**config.mk**
```make
export PLATFORM = sky130hd
export DESIGN_NAME = alzette_tweakable_block_cipher_flat
export DESIGN_NICKNAME = d
export VERILOG_FILES = /design/src/hw/rtl/atbc_pkg.sv /design/src/hw/rtl/atbc_if.sv /design/src/hw/rtl/alzette_tweakable_block_cipher.sv /design/src/hw/rtl/atbc_ram.sv /design/src/hw/rtl/atbc_arx_step.sv /design/src/hw/rtl/atbc_key_sched.sv /design/src/hw/rtl/atbc_core.sv /design/src/flat_wrapper.sv
export VERILOG_INCLUDE_DIRS = /design/src /design/src/hw/rtl
export SDC_FILE = /design/constraint.sdc
export NUM_CORES = 2
export LEC_CHECK = 0
export ABC_CLOCK_PERIOD_IN_PS = 10260
export BUFFER_PORTS_ARGS = -buffer_cell sky130_fd_sc_hd__buf_2
export CAP_MARGIN = 30
export CELL_PAD_IN_SITES_DETAIL_PLACEMENT = 1
export CELL_PAD_IN_SITES_GLOBAL_PLACEMENT = 2
export CORE_ASPECT_RATIO = 1.25
export CORE_MARGIN = 4
export CORE_UTILIZATION = 41
export DETAILED_ROUTE_END_ITERATION = 6
export HOLD_SLACK_MARGIN = 0.02
export PLACE_DENSITY_LB_ADDON = 0.1
export SLEW_MARGIN = 20
export SYNTH_ARGS = -nofsm -noshare
export SYNTH_HDL_FRONTEND = slang
export SYNTH_SLANG_ARGS = --single-unit
```
**constraint.sdc**
```tcl
create_clock -name clock -period 10.26 [get_ports clock]
set_input_delay 0 -clock clock [delete_from_list [all_inputs] [get_ports clock]]
set_output_delay 0 -clock clock [all_outputs]
set_load 0.05 [all_outputs]
```
**src/hw/rtl/alzette_tweakable_block_cipher_assert.svh**
```systemverilog
// Assertion macros used by atbc_core.
`ifndef ALZETTE_TWEAKABLE_BLOCK_CIPHER_ASSERT_SVH
`define ALZETTE_TWEAKABLE_BLOCK_CIPHER_ASSERT_SVH

// ante |-> cons, same cycle
`define ATBC_ASSERT_IMP(name, clk, rst, ante, cons) \
   name: assert property (@(posedge clk) disable iff (rst) (ante) |-> (cons)) \
      else $error("atbc: implication check failed");

// ante |=> cons, next cycle
`define ATBC_ASSERT_NEXT(name, clk, rst, ante, cons) \
   name: assert property (@(posedge clk) disable iff (rst) (ante) |=> (cons)) \
      else $error("atbc: next-cycle check failed");

`endif

```
**src/hw/rtl/atbc_pkg.sv**
```systemverilog
package atbc_pkg;

   localparam int MAX_ROUNDS     = 16;
   localparam int DEFAULT_ROUNDS = 14;
   localparam int KEY_DEPTH      = MAX_ROUNDS + 1;
   localparam int KIDX_W         = $clog2(KEY_DEPTH);
   localparam int WORD_W         = 32;
   localparam int CFG_W          = 64;
   localparam int RC_W           = 5;
   localparam int CSR_ADDR_W     = 5;
   localparam int REG_SHIFT      = 3;
   localparam int PHASE_W        = 2;

   typedef logic [WORD_W-1:0]  word_type;
   typedef word_type [3:0]     quad_type;
   typedef logic [KIDX_W-1:0]  kidx_type;
   typedef logic [PHASE_W-1:0] phase_type;

   localparam phase_type LAST_PHASE  = phase_type'(3);
   localparam logic      CMD_DECRYPT = 1'b1;

   typedef enum logic [2:0] {
      ST_IDLE,
      ST_FETCH,
      ST_ROUND,
      ST_WHITE,
      ST_DONE
   } state_type;

   typedef enum logic [1:0] {
      REG_KEY_LOW,
      REG_KEY_HIGH,
      REG_TWEAK,
      REG_ROUNDS
   } reg_idx_type;

   localparam word_type ALZ_CONST [8] = '{
      32'hB7E15162, 32'hBF715880, 32'h38B4DA56, 32'h324E7738,
      32'hBB1185EB, 32'h4F7C7B57, 32'hCFBFA1C8, 32'hC2B3293D
   };

   function automatic word_type rotr(input word_type v, input logic [4:0] n);
      logic [2*WORD_W-1:0] t;
      t = {v, v} >> n;
      return t[WORD_W-1:0];
   endfunction

   // rotation of b added into a, per Alzette step
   function automatic logic [4:0] rot_a(input phase_type p);
      case (p)
         2'd0:    return 5'd31;
         2'd1:    return 5'd17;
         2'd2:    return 5'd0;
         default: return 5'd24;
      endcase
   endfunction

   // rotation of a xored into b, per Alzette step
   function automatic logic [4:0] rot_b(input phase_type p);
      case (p)
         2'd0:    return 5'd24;
         2'd1:    return 5'd17;
         2'd2:    return 5'd31;
         default: return 5'd16;
      endcase
   endfunction

   function automatic kidx_type active_rounds(input logic [RC_W-1:0] rc);
      int r;
      r = int'(rc);
      if (r == 0) r = DEFAULT_ROUNDS;
      if (r > MAX_ROUNDS) r = MAX_ROUNDS;
      return kidx_type'(r);
   endfunction

endpackage

```
**src/hw/rtl/atbc_if.sv**
```systemverilog
interface atbc_req_if;
   logic               valid;
   logic               ready;
   logic               cmd;
   atbc_pkg::word_type in_word0;
   atbc_pkg::word_type in_word1;
   atbc_pkg::word_type in_word2;
   atbc_pkg::word_type in_word3;

   modport source (output valid, cmd, in_word0, in_word1, in_word2, in_word3, input ready);
   modport sink   (input valid, cmd, in_word0, in_word1, in_word2, in_word3, output ready);
endinterface

interface atbc_rsp_if;
   logic               valid;
   logic               ready;
   atbc_pkg::word_type out_word0;
   atbc_pkg::word_type out_word1;
   atbc_pkg::word_type out_word2;
   atbc_pkg::word_type out_word3;

   modport source (output valid, out_word0, out_word1, out_word2, out_word3, input ready);
   modport sink   (input valid, out_word0, out_word1, out_word2, out_word3, output ready);
endinterface

```
**src/hw/rtl/alzette_tweakable_block_cipher.sv**
```systemverilog
// Channel   Direction  Transaction
// req       in         cmd + block words in_word0..3
// rsp       out        block words out_word0..3
// csr       in         APB writes/reads of key, tweak, round count
//
// R active rounds: a transaction runs one key fetch, four Alzette steps per round through the
// single shared ARX step unit and one whitening; the block takes no new request until the
// previous result has been taken.
// After a key or round-count write the 17-entry key store is rebuilt entry by entry;
// req.ready is low from the access cycle until the last entry is written
// and while a transaction is in flight.
// A result waits in the block register until rsp.ready; reset is synchronous.
module alzette_tweakable_block_cipher (
   input  logic                              clock,
   input  logic                              reset,
   atbc_req_if.sink                          req,
   atbc_rsp_if.source                        rsp,
   input  logic                              psel,
   input  logic                              penable,
   input  logic                              pwrite,
   input  logic [atbc_pkg::CSR_ADDR_W-1:0]   paddr,
   input  logic [atbc_pkg::CFG_W-1:0]        pwdata,
   output logic [atbc_pkg::CFG_W-1:0]        prdata,
   output logic                              pready
);
   import atbc_pkg::*;

   logic [CFG_W-1:0] key_low_ff, key_low_in;
   logic [CFG_W-1:0] key_high_ff, key_high_in;
   logic [CFG_W-1:0] tweak_ff, tweak_in;
   logic [RC_W-1:0]  rc_ff, rc_in;

   logic        wr_en;
   reg_idx_type wr_idx;
   logic        expand_start;
   logic        key_busy;
   kidx_type    key_addr;
   quad_type    key_data;
   kidx_type    steps;

   assign pready       = 1'b1;
   assign wr_en        = psel && penable && pwrite;
   assign wr_idx       = reg_idx_type'(paddr[CSR_ADDR_W-1:REG_SHIFT]);
   assign expand_start = wr_en && (wr_idx inside {REG_KEY_LOW, REG_KEY_HIGH, REG_ROUNDS});
   assign steps        = active_rounds(rc_ff);

   always_comb begin
      key_low_in  = key_low_ff;
      key_high_in = key_high_ff;
      tweak_in    = tweak_ff;
      rc_in       = rc_ff;
      if (wr_en) begin
         case (wr_idx)
            REG_KEY_LOW:  key_low_in  = pwdata;
            REG_KEY_HIGH: key_high_in = pwdata;
            REG_TWEAK:    tweak_in    = pwdata;
            REG_ROUNDS:   rc_in       = pwdata[RC_W-1:0];
            default:      rc_in       = rc_ff;
         endcase
      end
   end

   always_comb begin
      case (wr_idx)
         REG_KEY_LOW:  prdata = key_low_ff;
         REG_KEY_HIGH: prdata = key_high_ff;
         REG_TWEAK:    prdata = tweak_ff;
         REG_ROUNDS:   prdata = CFG_W'(rc_ff);
         default:      prdata = '0;
      endcase
   end

   always_ff @(posedge clock) begin
      if (reset) begin
         key_low_ff  <= '0;
         key_high_ff <= '0;
         tweak_ff    <= '0;
         rc_ff       <= RC_W'(DEFAULT_ROUNDS);
      end else begin
         key_low_ff  <= key_low_in;
         key_high_ff <= key_high_in;
         tweak_ff    <= tweak_in;
         rc_ff       <= rc_in;
      end
   end

   atbc_key_sched u_key_sched (
      .clock    (clock),
      .reset    (reset),
      .start    (expand_start),
      .key_low  (key_low_ff),
      .key_high (key_high_ff),
      .rd_addr  (key_addr),
      .rd_data  (key_data),
      .busy     (key_busy)
   );

   atbc_core u_core (
      .clock    (clock),
      .reset    (reset),
      .req      (req),
      .rsp      (rsp),
      .steps    (steps),
      .tweak    (tweak_ff),
      .key_busy (key_busy),
      .key_addr (key_addr),
      .key_data (key_data)
   );

endmodule

```
**src/hw/rtl/atbc_ram.sv**
```systemverilog
module atbc_ram #(
   parameter int WIDTH = 128,
   parameter int DEPTH = 17
) (
   input  logic                     clock,
   input  logic                     wr_en,
   input  logic [$clog2(DEPTH)-1:0] wr_addr,
   input  logic [WIDTH-1:0]         wr_data,
   input  logic [$clog2(DEPTH)-1:0] rd_addr,
   output logic [WIDTH-1:0]         rd_data
);

   logic [WIDTH-1:0] mem_ff [DEPTH];
   logic [WIDTH-1:0] rd_data_ff;

   always_ff @(posedge clock) begin
      if (wr_en) begin
         mem_ff[wr_addr] <= wr_data;
      end
      rd_data_ff <= mem_ff[rd_addr];
   end

   assign rd_data = rd_data_ff;

endmodule

```
**src/hw/rtl/atbc_arx_step.sv**
```systemverilog
module atbc_arx_step (
   input  logic                 dec,
   input  atbc_pkg::phase_type  phase,
   input  atbc_pkg::word_type   c0,
   input  atbc_pkg::word_type   c1,
   input  atbc_pkg::quad_type   blk_in,
   output atbc_pkg::quad_type   blk_out
);
   import atbc_pkg::*;

   phase_type inv_phase;

   assign inv_phase = LAST_PHASE - phase;

   // one Alzette step on both boxes; inverse step k undoes forward step 3-k
   always_comb begin
      word_type a;
      word_type b;
      word_type c;
      blk_out = blk_in;
      for (int l = 0; l < 2; l++) begin
         a = blk_in[2*l];
         b = blk_in[2*l+1];
         c = (l == 0) ? c0 : c1;
         if (dec) begin
            a = a ^ c;
            b = b ^ rotr(a, rot_b(inv_phase));
            a = a - rotr(b, rot_a(inv_phase));
         end else begin
            a = a + rotr(b, rot_a(phase));
            b = b ^ rotr(a, rot_b(phase));
            a = a ^ c;
         end
         blk_out[2*l]   = a;
         blk_out[2*l+1] = b;
      end
   end

endmodule

```
**src/hw/rtl/atbc_key_sched.sv**
```systemverilog
module atbc_key_sched (
   input  logic                    clock,
   input  logic                    reset,
   input  logic                    start,
   input  logic [atbc_pkg::CFG_W-1:0] key_low,
   input  logic [atbc_pkg::CFG_W-1:0] key_high,
   input  atbc_pkg::kidx_type      rd_addr,
   output atbc_pkg::quad_type      rd_data,
   output logic                    busy
);
   import atbc_pkg::*;

   logic     busy_ff, busy_in;
   kidx_type cnt_ff, cnt_in;
   quad_type prev_ff, prev_in;
   quad_type entry;
   kidx_type km1;

   assign km1 = cnt_ff - kidx_type'(1);

   always_comb begin
      if (cnt_ff == '0) begin
         entry = quad_type'({key_high, key_low});
      end else begin
         entry[0] = prev_ff[1];
         entry[1] = prev_ff[2] ^ prev_ff[3] ^ word_type'(km1);
         entry[2] = prev_ff[3];
         entry[3] = prev_ff[0] + prev_ff[1] + ALZ_CONST[3'(int'(km1) & 7)];
      end
   end

   always_comb begin
      busy_in = busy_ff;
      cnt_in  = cnt_ff;
      prev_in = prev_ff;
      if (start) begin
         busy_in = 1'b1;
         cnt_in  = '0;
      end else if (busy_ff) begin
         prev_in = entry;
         if (cnt_ff == kidx_type'(MAX_ROUNDS)) begin
            busy_in = 1'b0;
         end else begin
            cnt_in = cnt_ff + kidx_type'(1);
         end
      end
   end

   always_ff @(posedge clock) begin
      if (reset) begin
         busy_ff <= 1'b0;
         cnt_ff  <= '0;
      end else begin
         busy_ff <= busy_in;
         cnt_ff  <= cnt_in;
      end
      prev_ff <= prev_in;
   end

   atbc_ram #(
      .WIDTH ($bits(quad_type)),
      .DEPTH (KEY_DEPTH)
   ) u_key_ram (
      .clock   (clock),
      .wr_en   (busy_ff),
      .wr_addr (cnt_ff),
      .wr_data (entry),
      .rd_addr (rd_addr),
      .rd_data (rd_data)
   );

   assign busy = busy_ff | start;

endmodule

```
**src/hw/rtl/atbc_core.sv**
```systemverilog
`include "alzette_tweakable_block_cipher_assert.svh"

module atbc_core (
   input  logic                       clock,
   input  logic                       reset,
   atbc_req_if.sink                   req,
   atbc_rsp_if.source                 rsp,
   input  atbc_pkg::kidx_type         steps,
   input  logic [atbc_pkg::CFG_W-1:0] tweak,
   input  logic                       key_busy,
   output atbc_pkg::kidx_type         key_addr,
   input  atbc_pkg::quad_type         key_data
);
   import atbc_pkg::*;

   state_type state_ff, state_in;
   phase_type phase_ff, phase_in;
   kidx_type  round_ff, round_in;
   kidx_type  key_idx_ff, key_idx_in;
   logic      dec_ff, dec_in;
   quad_type  blk_ff, blk_in;

   quad_type  twk_mask;
   quad_type  step_in;
   quad_type  step_out;
   quad_type  round_out;
   word_type  c0, c1;

   assign twk_mask = round_ff[0] ? quad_type'({64'd0, tweak}) : '0;
   assign c0 = ALZ_CONST[3'((int'(round_ff) * 2) & 7)];
   assign c1 = ALZ_CONST[3'((int'(round_ff) * 2 + 1) & 7)];

   always_comb begin
      step_in = blk_ff;
      if (phase_ff == '0) begin
         if (dec_ff) begin
            step_in[0] = blk_ff[2];
            step_in[1] = blk_ff[3];
            step_in[2] = blk_ff[0] ^ blk_ff[2];
            step_in[3] = blk_ff[1] ^ blk_ff[3];
         end else begin
            step_in = blk_ff ^ key_data ^ twk_mask;
         end
      end
   end

   atbc_arx_step u_arx (
      .dec     (dec_ff),
      .phase   (phase_ff),
      .c0      (c0),
      .c1      (c1),
      .blk_in  (step_in),
      .blk_out (step_out)
   );

   always_comb begin
      round_out = step_out;
      if (phase_ff == LAST_PHASE) begin
         if (dec_ff) begin
            round_out = step_out ^ key_data ^ twk_mask;
         end else begin
            round_out[0] = step_out[0] ^ step_out[2];
            round_out[1] = step_out[1] ^ step_out[3];
            round_out[2] = step_out[0];
            round_out[3] = step_out[1];
         end
      end
   end

   always_comb begin
      state_in   = state_ff;
      phase_in   = phase_ff;
      round_in   = round_ff;
      key_idx_in = key_idx_ff;
      dec_in     = dec_ff;
      blk_in     = blk_ff;
      req.ready  = 1'b0;
      rsp.valid  = 1'b0;
      case (state_ff)
         ST_IDLE: begin
            req.ready = !key_busy;
            if (req.valid && !key_busy) begin
               blk_in   = {req.in_word3, req.in_word2, req.in_word1, req.in_word0};
               dec_in   = (req.cmd == CMD_DECRYPT);
               phase_in = '0;
               if (req.cmd == CMD_DECRYPT) begin
                  key_idx_in = steps;
                  round_in   = steps - kidx_type'(1);
               end else begin
                  key_idx_in = '0;
                  round_in   = '0;
               end
               state_in = ST_FETCH;
            end
         end
         ST_FETCH: begin
            state_in = dec_ff ? ST_WHITE : ST_ROUND;
         end
         ST_WHITE: begin
            blk_in = blk_ff ^ key_data;
            if (dec_ff) begin
               key_idx_in = steps - kidx_type'(1);
               state_in   = ST_ROUND;
            end else begin
               state_in = ST_DONE;
            end
         end
         ST_ROUND: begin
            blk_in   = round_out;
            phase_in = phase_ff + phase_type'(1);
            if (!dec_ff && phase_ff == LAST_PHASE - phase_type'(1)) begin
               key_idx_in = key_idx_ff + kidx_type'(1);
            end
            if (phase_ff == LAST_PHASE) begin
               if (dec_ff) begin
                  if (round_ff == '0) begin
                     state_in = ST_DONE;
                  end else begin
                     round_in   = round_ff - kidx_type'(1);
                     key_idx_in = key_idx_ff - kidx_type'(1);
                  end
               end else begin
                  if (round_ff == steps - kidx_type'(1)) begin
                     state_in = ST_WHITE;
                  end else begin
                     round_in = round_ff + kidx_type'(1);
                  end
               end
            end
         end
         ST_DONE: begin
            rsp.valid = 1'b1;
            if (rsp.ready) begin
               state_in = ST_IDLE;
            end
         end
         default: begin
            state_in = ST_IDLE;
         end
      endcase
   end

   always_ff @(posedge clock) begin
      if (reset) begin
         state_ff   <= ST_IDLE;
         phase_ff   <= '0;
         round_ff   <= '0;
         key_idx_ff <= '0;
         dec_ff     <= 1'b0;
      end else begin
         state_ff   <= state_in;
         phase_ff   <= phase_in;
         round_ff   <= round_in;
         key_idx_ff <= key_idx_in;
         dec_ff     <= dec_in;
      end
      blk_ff <= blk_in;
   end

   assign key_addr      = key_idx_ff;
   assign rsp.out_word0 = blk_ff[0];
   assign rsp.out_word1 = blk_ff[1];
   assign rsp.out_word2 = blk_ff[2];
   assign rsp.out_word3 = blk_ff[3];

   `ATBC_ASSERT_IMP(a_key_idx_bound, clock, reset, state_ff != ST_IDLE, key_idx_ff <= steps)
   `ATBC_ASSERT_IMP(a_round_bound, clock, reset, state_ff == ST_ROUND, round_ff < steps)
   `ATBC_ASSERT_IMP(a_enc_key_ahead, clock, reset, state_ff == ST_ROUND && phase_ff == LAST_PHASE && !dec_ff, key_idx_ff == round_ff + kidx_type'(1))
   `ATBC_ASSERT_IMP(a_done_entry, clock, reset, $rose(rsp.valid), $past(state_ff) == ST_WHITE || ($past(state_ff) == ST_ROUND && $past(phase_ff) == LAST_PHASE))

endmodule

```
**src/flat_wrapper.sv**
```systemverilog
// flat-port wrapper written by rule: the top's interface ports become plain ports
module alzette_tweakable_block_cipher_flat import atbc_pkg::*;
  (clock, reset, psel, penable, pwrite, paddr, pwdata, prdata, pready, req_valid, req_cmd, req_in_word0, req_in_word1, req_in_word2, req_in_word3, req_ready, rsp_valid, rsp_out_word0, rsp_out_word1, rsp_out_word2, rsp_out_word3, rsp_ready);
  atbc_req_if req_i ();
  atbc_rsp_if rsp_i ();
  input  logic clock;
  input  logic reset;
  input  logic psel;
  input  logic penable;
  input  logic pwrite;
  input  logic [atbc_pkg::CSR_ADDR_W-1:0] paddr;
  input  logic [atbc_pkg::CFG_W-1:0] pwdata;
  output logic [atbc_pkg::CFG_W-1:0] prdata;
  output logic pready;
  input wire logic [$bits(req_i.valid)-1:0] req_valid;
  input wire logic [$bits(req_i.cmd)-1:0] req_cmd;
  input wire logic [$bits(req_i.in_word0)-1:0] req_in_word0;
  input wire logic [$bits(req_i.in_word1)-1:0] req_in_word1;
  input wire logic [$bits(req_i.in_word2)-1:0] req_in_word2;
  input wire logic [$bits(req_i.in_word3)-1:0] req_in_word3;
  output wire logic [$bits(req_i.ready)-1:0] req_ready;
  output wire logic [$bits(rsp_i.valid)-1:0] rsp_valid;
  output wire logic [$bits(rsp_i.out_word0)-1:0] rsp_out_word0;
  output wire logic [$bits(rsp_i.out_word1)-1:0] rsp_out_word1;
  output wire logic [$bits(rsp_i.out_word2)-1:0] rsp_out_word2;
  output wire logic [$bits(rsp_i.out_word3)-1:0] rsp_out_word3;
  input wire logic [$bits(rsp_i.ready)-1:0] rsp_ready;
  assign req_i.valid = req_valid;
  assign req_i.cmd = req_cmd;
  assign req_i.in_word0 = req_in_word0;
  assign req_i.in_word1 = req_in_word1;
  assign req_i.in_word2 = req_in_word2;
  assign req_i.in_word3 = req_in_word3;
  assign req_ready = req_i.ready;
  assign rsp_valid = rsp_i.valid;
  assign rsp_out_word0 = rsp_i.out_word0;
  assign rsp_out_word1 = rsp_i.out_word1;
  assign rsp_out_word2 = rsp_i.out_word2;
  assign rsp_out_word3 = rsp_i.out_word3;
  assign rsp_i.ready = rsp_ready;
  alzette_tweakable_block_cipher u_core (.clock(clock), .reset(reset), .req(req_i), .rsp(rsp_i), .psel(psel), .penable(penable), .pwrite(pwrite), .paddr(paddr), .pwdata(pwdata), .prdata(prdata), .pready(pready));
endmodule
```
# [Word-level counts from Yosys, hierarchy flattened]
# Memories as Yosys holds them, arrays and structs flattened. A register that Yosys moved wholly into a read port is not among the register bits.
# Index checks and enable logic that the tools add are counted.
# Widths: inputs -> output; s select.
[totals] mem_bits_ro=768 reg_bits=475 mem_count=4 word_cells=189 out_inout_bits=195 ram_bits=2176 input_bits=205
[op_classes] mux=62 n_eq_ne=22 reduce_logical=30 n_bitwise=24 shifts=8 order_cmp=4 add_sub_neg=16
[mem_list] name="u_core.u_key_sched.u_key_ram.mem_ff" depth=17 word_bits=128 rd=1 rd_clocked_by_memory_dff=1 wr=1 line_no="atbc_ram.sv:13" rtl="logic [WIDTH-1:0] mem_ff [DEPTH];"
[mem_list] name="(name not given)" depth=8 word_bits=32 rd=1 rd_clocked_by_memory_dff=0 wr=0 line_no="atbc_key_sched.sv:28" rtl="entry[3] = prev_ff[0] + prev_ff[1] + ALZ_CONST[3'(int'(km1) & 7)];"
[mem_list] name="(name not given)" depth=8 word_bits=32 rd=1 rd_clocked_by_memory_dff=0 wr=0 line_no="atbc_core.sv:31" rtl="assign c1 = ALZ_CONST[3'((int'(round_ff) * 2 + 1) & 7)];"
[mem_list] name="(name not given)" depth=8 word_bits=32 rd=1 rd_clocked_by_memory_dff=0 wr=0 line_no="atbc_core.sv:30" rtl="assign c0 = ALZ_CONST[3'((int'(round_ff) * 2) & 7)];"
[op_table] op="$mux 128" count=6
[op_table] op="$shr 64x5->32" count=8
[op_table] op="$xor 128x128->128" count=4
[op_table] op="$xor 32x32->32" count=13
[op_table] op="$pmux 128 s3" count=1
[op_table] op="$mux 32" count=10
[op_table] op="$pmux 64 s4" count=1
[op_table] op="$add 32x32->32" count=4
[op_table] op="$mux 5" count=19
[op_table] op="$mux 64" count=1
[op_table] op="$sub 32x32->32" count=2
[op_table] op="$pmux 5 s3" count=3
[op_table] op="$gt 32x6->1 const B" count=1
[op_table] op="$xor 32x5->32" count=1
[op_table] op="$pmux 4 s3" count=2
[op_table] op="$mux 3" count=7
[op_table] op="$sub 5x1->5 const B" count=4
[op_table] op="$reduce_and 2->1" count=9
[op_table] op="$add 5x1->5 const B" count=3
[op_table] op="$logic_not 5->1" count=3
[op_table] op="$pmux 3 s5" count=1
[op_table] op="$ge 3x4->1 const B" count=3
[op_table] op="$ne 3x3->1 const B" count=4
[op_table] op="$eq 2x2->1 const B" count=5
[op_table] op="other kinds (26)" count=51

# [Logic depth before layout (Yosys ltp)]
[logic_depth] word_depth=16 ltp_mapped=38 depth_no_buf=31

# [Hierarchy]
# Synthesis repeated with hierarchy kept, for this count alone.
[hier_totals] hier_cells=10667 hier_area_um2=140144.4
[modules_own_cells] module="atbc_ram" cells_each=3873 seq_area_each_um2=67905.1 area_each_um2=84989.0 n_inst=1
[modules_own_cells] module="atbc_arx_step" cells_each=2997 seq_area_each_um2=0.0 area_each_um2=21520.6 n_inst=1
[modules_own_cells] module="atbc_core" cells_each=1952 seq_area_each_um2=4164.0 area_each_um2=15513.6 n_inst=1
[modules_own_cells] module="alzette_tweakable_block_cipher" cells_each=938 seq_area_each_um2=3943.8 area_each_um2=9407.8 n_inst=1
[modules_own_cells] module="atbc_key_sched" cells_each=907 seq_area_each_um2=3963.8 area_each_um2=8713.4 n_inst=1

# [Least setup slack after synthesis]
# Ideal clock, no wire load.
[synth_timing] path_type="register to register" startpoint="reg u_core.u_key_sched.cnt_ff[2]" endpoint="mem u_core.u_key_sched.u_key_ram.mem_ff[3][0] (enable)" path_stages_with_launch=5 t_required_ns=9.488 arrival_ns=9.671 path_slack_ns=-0.183 n_path_buf=2 synth_period_minus_slack_ns=10.443 setup_time_ns=0.772 path_cell_list="dfxtp_1 -> clkbuf_1 -> or2_2 -> clkbuf_1 -> nor3_1"
[synth_rtl] element="from (decl)" line_no="atbc_key_sched.sv:14" rtl="kidx_type cnt_ff, cnt_in;"
[synth_rtl] element="from (signal assigned)" line_no="atbc_key_sched.sv:55" rtl="cnt_ff <= cnt_in;"
[synth_rtl] element="to (decl)" line_no="atbc_ram.sv:13"
# No word-level cell before the write port.

==> impl_metrics.toml <==
[flow_run]
cap_violations = 0

[die]
die_area_mm2 = 0.3560
std_cell_rows = 241
start_util_pct = 41.18
core_area_mm2 = 0.3450
die-height_um = 666.1
die_w_um = 534.5
ios = 400

[cts]
insertion_delay_ps = 870
cts_buffer_depth = 4
tritoncts = "built"
cts.sinks = 2779
cts_root_buffer = "clkbuf_16"
cts_buffers = 281
htreeDepth = 5
cts_setup_buffers = 0
cts.reportedPaths.clkPinSlew_ps = 70

[timing]
rsz0062_at_grt = "false"
tightestPinTransition_ps = 1301
tns_ps = 0
finalMaxSlewViolations = 0
worst_slack_ps = 889.9
finalClockSkew_ps = 79.72
layout_min_cycle_time_ps = 9370
fmax_mhz = 106.7
slew_headroom_pct = 13.27
setup_viol = 0
finalHoldViolCount = 0
timing.final.crit_share_pct = 91.33

[synthesis]
synthXorXnorAreaFrac_pct = 5.089
ys.flop_type = "edfxtp_1"
synth_adder_area_share_pct = 2.168
syn_area_mm2 = 0.1421
synth_cell_type_count = 97
synthSimpleGateAreaFrac_pct = 7.612
synth_top_family_by_area = "multiplexers"
synth-compound-area-share_pct = 9.844
yosys_warnings = 0
avgSynthCellArea_um2 = 13.16
synth_mux_area_share_pct = 16.28
yosysSeqAreaShare_pct = 56.30
synth-seq-cells = 2779
synth_cells = 10790
syn-num-nets = 11220
async_flop_share_pct = 0
synth_enable_flop_cells = 2432

[global_routing]
grtUsageMet3_pct = 7.658
grt_pass1_wl_mm = 996.0
track_usage_pct = 41.58
met2_usage_pct = 67.59
busiest_layer = "met2"
grt-ovfl-total = 0
antenna_found_initial = 123
grt_pass1_vias = 108500
grt_max_degree = 159
groute.layer.met1.usage_pct = 47.01

[place]
dpl-instance-area_mm2 = 0.1567
dp.final_hpwl_mm = 560.0
gp_congestion = 1.076
portBuffers = 395
place_ws_ps = 804.5

[drt]
routedWlPerCell_um = 44.46
drtIter0Drc = 13880
remaining_drc_errors = 0
via_count = 108200
first_pass_iters = 6
ant_nets = 0
viasPerCell = 6.377
wl_mm = 754.5

[worst_setup_path]
critPathSlowestCell = "xor2_1"
slowest_delay_ps = 680
crit_arrival_ps = 9940
required_ps = 10830
r2r_slack_ps = 890
endpoint_kind = "register"
crit-reg2reg-launch = "u_core.u_core.phase_ff[0]"
crit_top_cell = "buf_4"
start_kind = "register"
cp_max_fo = 53
startpoint = "u_core.u_core.phase_ff[0]"
rr_worst_depth = 34
worstSetupPathType = "reg2reg"

[cells_and_area]
regArea_mm2 = 0.08000
design_area_mm2 = 0.1686
layout.nets = 12520
drive_gt1_share_pct = 24.82
syn_to_final_growth_pct = 18.69
fillers = 34930
multiInputGateArea_mm2 = 0.05918

[outcome]
status = "complete, no violations"

[min_path]
hold_start = "pwdata[16]"
whs_path_depth = 4
worstHoldPathType = "in2reg"
[what timing repair did]
item / in CTS / in global routing
resized for setup: 0 / 0
hold buffers: 275 / 0
endpoints found under the hold margin: 347 / 0
[final timing paths]
| path | end |
|---|---|
| worst min-delay path | u_core.tweak_ff[16] |
| worst min register to register | u_core.u_key_sched.u_key_ram.rd_data[46] |
| worst max-delay path | u_core.u_core.rsp.out_word0[31] |
| worst max register to register | u_core.u_core.rsp.out_word0[31] |
[synth_stat cells (all sizes together), types with 30 or more instances]
master / number / area, um2
edfxtp: 2432 / 73030
nor3: 121 / 605.6
ha: 187 / 2340
a21o: 98 / 735.7
a22oi: 101 / 758.2
nand3: 111 / 555.5
a211o: 46 / 402.9
fa: 37 / 740.7
o221ai: 31 / 271.5
nor4: 31 / 193.9
nor2: 586 / 2200
and3: 35 / 219.0
o211ai: 97 / 728.2
nand4: 46 / 287.8
dfxtp: 347 / 6947
a21boi: 34 / 255.2
o22ai: 46 / 287.8
nand2b: 50 / 312.8
mux2i: 445 / 4454
a211oi: 75 / 563.0
a21oi: 661 / 3312
inv: 249 / 934.7
xor2: 336 / 2950
and2: 50 / 312.8
clkbuf: 506 / 1899
or3: 46 / 287.8
xnor2: 416 / 3643
o21ai: 563 / 2821
mux2: 224 / 2541
o31ai: 39 / 292.8
a31oi: 49 / 306.5
nor2b: 38 / 237.7
o21a: 44 / 330.3
nand2: 1185 / 4456
mux4: 716 / 16130
buf: 221 / 1001
a221o: 30 / 300.3
[kinds of logic after synthesis]
family	count (synthesis)
flops	2779
simple gates	2445
compound gates	2199
mux	1385
buf+inv	980
xor+xnor	780
fa+ha+maj	224
other cells	1
[cell type report]
cell class | count | area share (%)
clock inverters | 132 | 0.6701
flip-flops and latches | 2779 | 47.45
clock buffers | 372 | 4.556
well taps | 4617 | 3.426
multi-input cells | 7034 | 35.10
repair buffers | 1741 | 8.171
diodes | 41 | 0.06085
inverters | 253 | 0.5736
[flip-flops by register name, indices dropped and copies added, names as in the netlist]
| signal | count |
|---|---|
| u_core.u_core.key_addr | 5 |
| u_core.u_core.rsp.out_word1 | 32 |
| u_core.rc_ff | 5 |
| u_core.u_key_sched.cnt_ff | 5 |
| u_core.key_high_ff | 64 |
| u_core.tweak_ff | 64 |
| u_core.u_core.round_ff | 5 |
| u_core.u_key_sched.u_key_ram.mem_ff | 2176 |
| u_core.u_core.dec_ff | 1 |
| u_core.u_core.rsp.out_word0 | 32 |
| u_core.u_key_sched.u_key_ram.rd_data | 128 |
| u_core.u_core.phase_ff | 2 |
| u_core.key_low_ff | 64 |
| u_core.u_core.rsp.out_word3 | 32 |
| u_core.u_core.state_ff | 3 |
| u_core.u_key_sched.prev_ff | 128 |
| u_core.u_core.rsp.out_word2 | 32 |
| u_core.u_key_sched.busy_ff | 1 |
[worst max-delay path, delay by kind of cell (launching register included)]
kind / cells / cell delay (ps)
compound gates: 13 / 3100
xor+xnor: 3 / 1300
fa+ha+maj: 2 / 630
buf+inv: 8 / 1680
flops: 1 / 510
mux: 4 / 1260
simple gates: 4 / 540
[stage by stage]
stage / std cells / hold slack [ps] / util (%)
finish: 16970 / 52.93 / 48.88
global route: 16930 / 54.80 / 48.85
CTS: 16910 / 22.90 / 48.78
detailed placement: 16140 / 272.4 / 45.43
global placement: 16090 / 264.2 / 45.24
floorplan: 10790 / 117.9 / -
[metal layers]
layer,up-vias,wire length [um],share of wire [%]
met4,36,84750,11
met2,6004,356100,47
met1,56590,256900,34
li1,43860,-,-
met5,-,246,0.033
met3,1719,56580,7.5
[cell usage in the layout, fill, tap and decap left out, drive strengths merged, types with 347 or more instances in the layout]
master	n
mux4	716
dfxtp	347
nand2	1185
mux2i	445
xnor2	416
o21ai	563
buf	1465
edfxtp	2432
nor2	586
clkbuf	373
a21oi	661
Power is left out: the tool's default activity adds up to more than one toggle a clock period on the data nets, which glitch-free logic cannot reach.
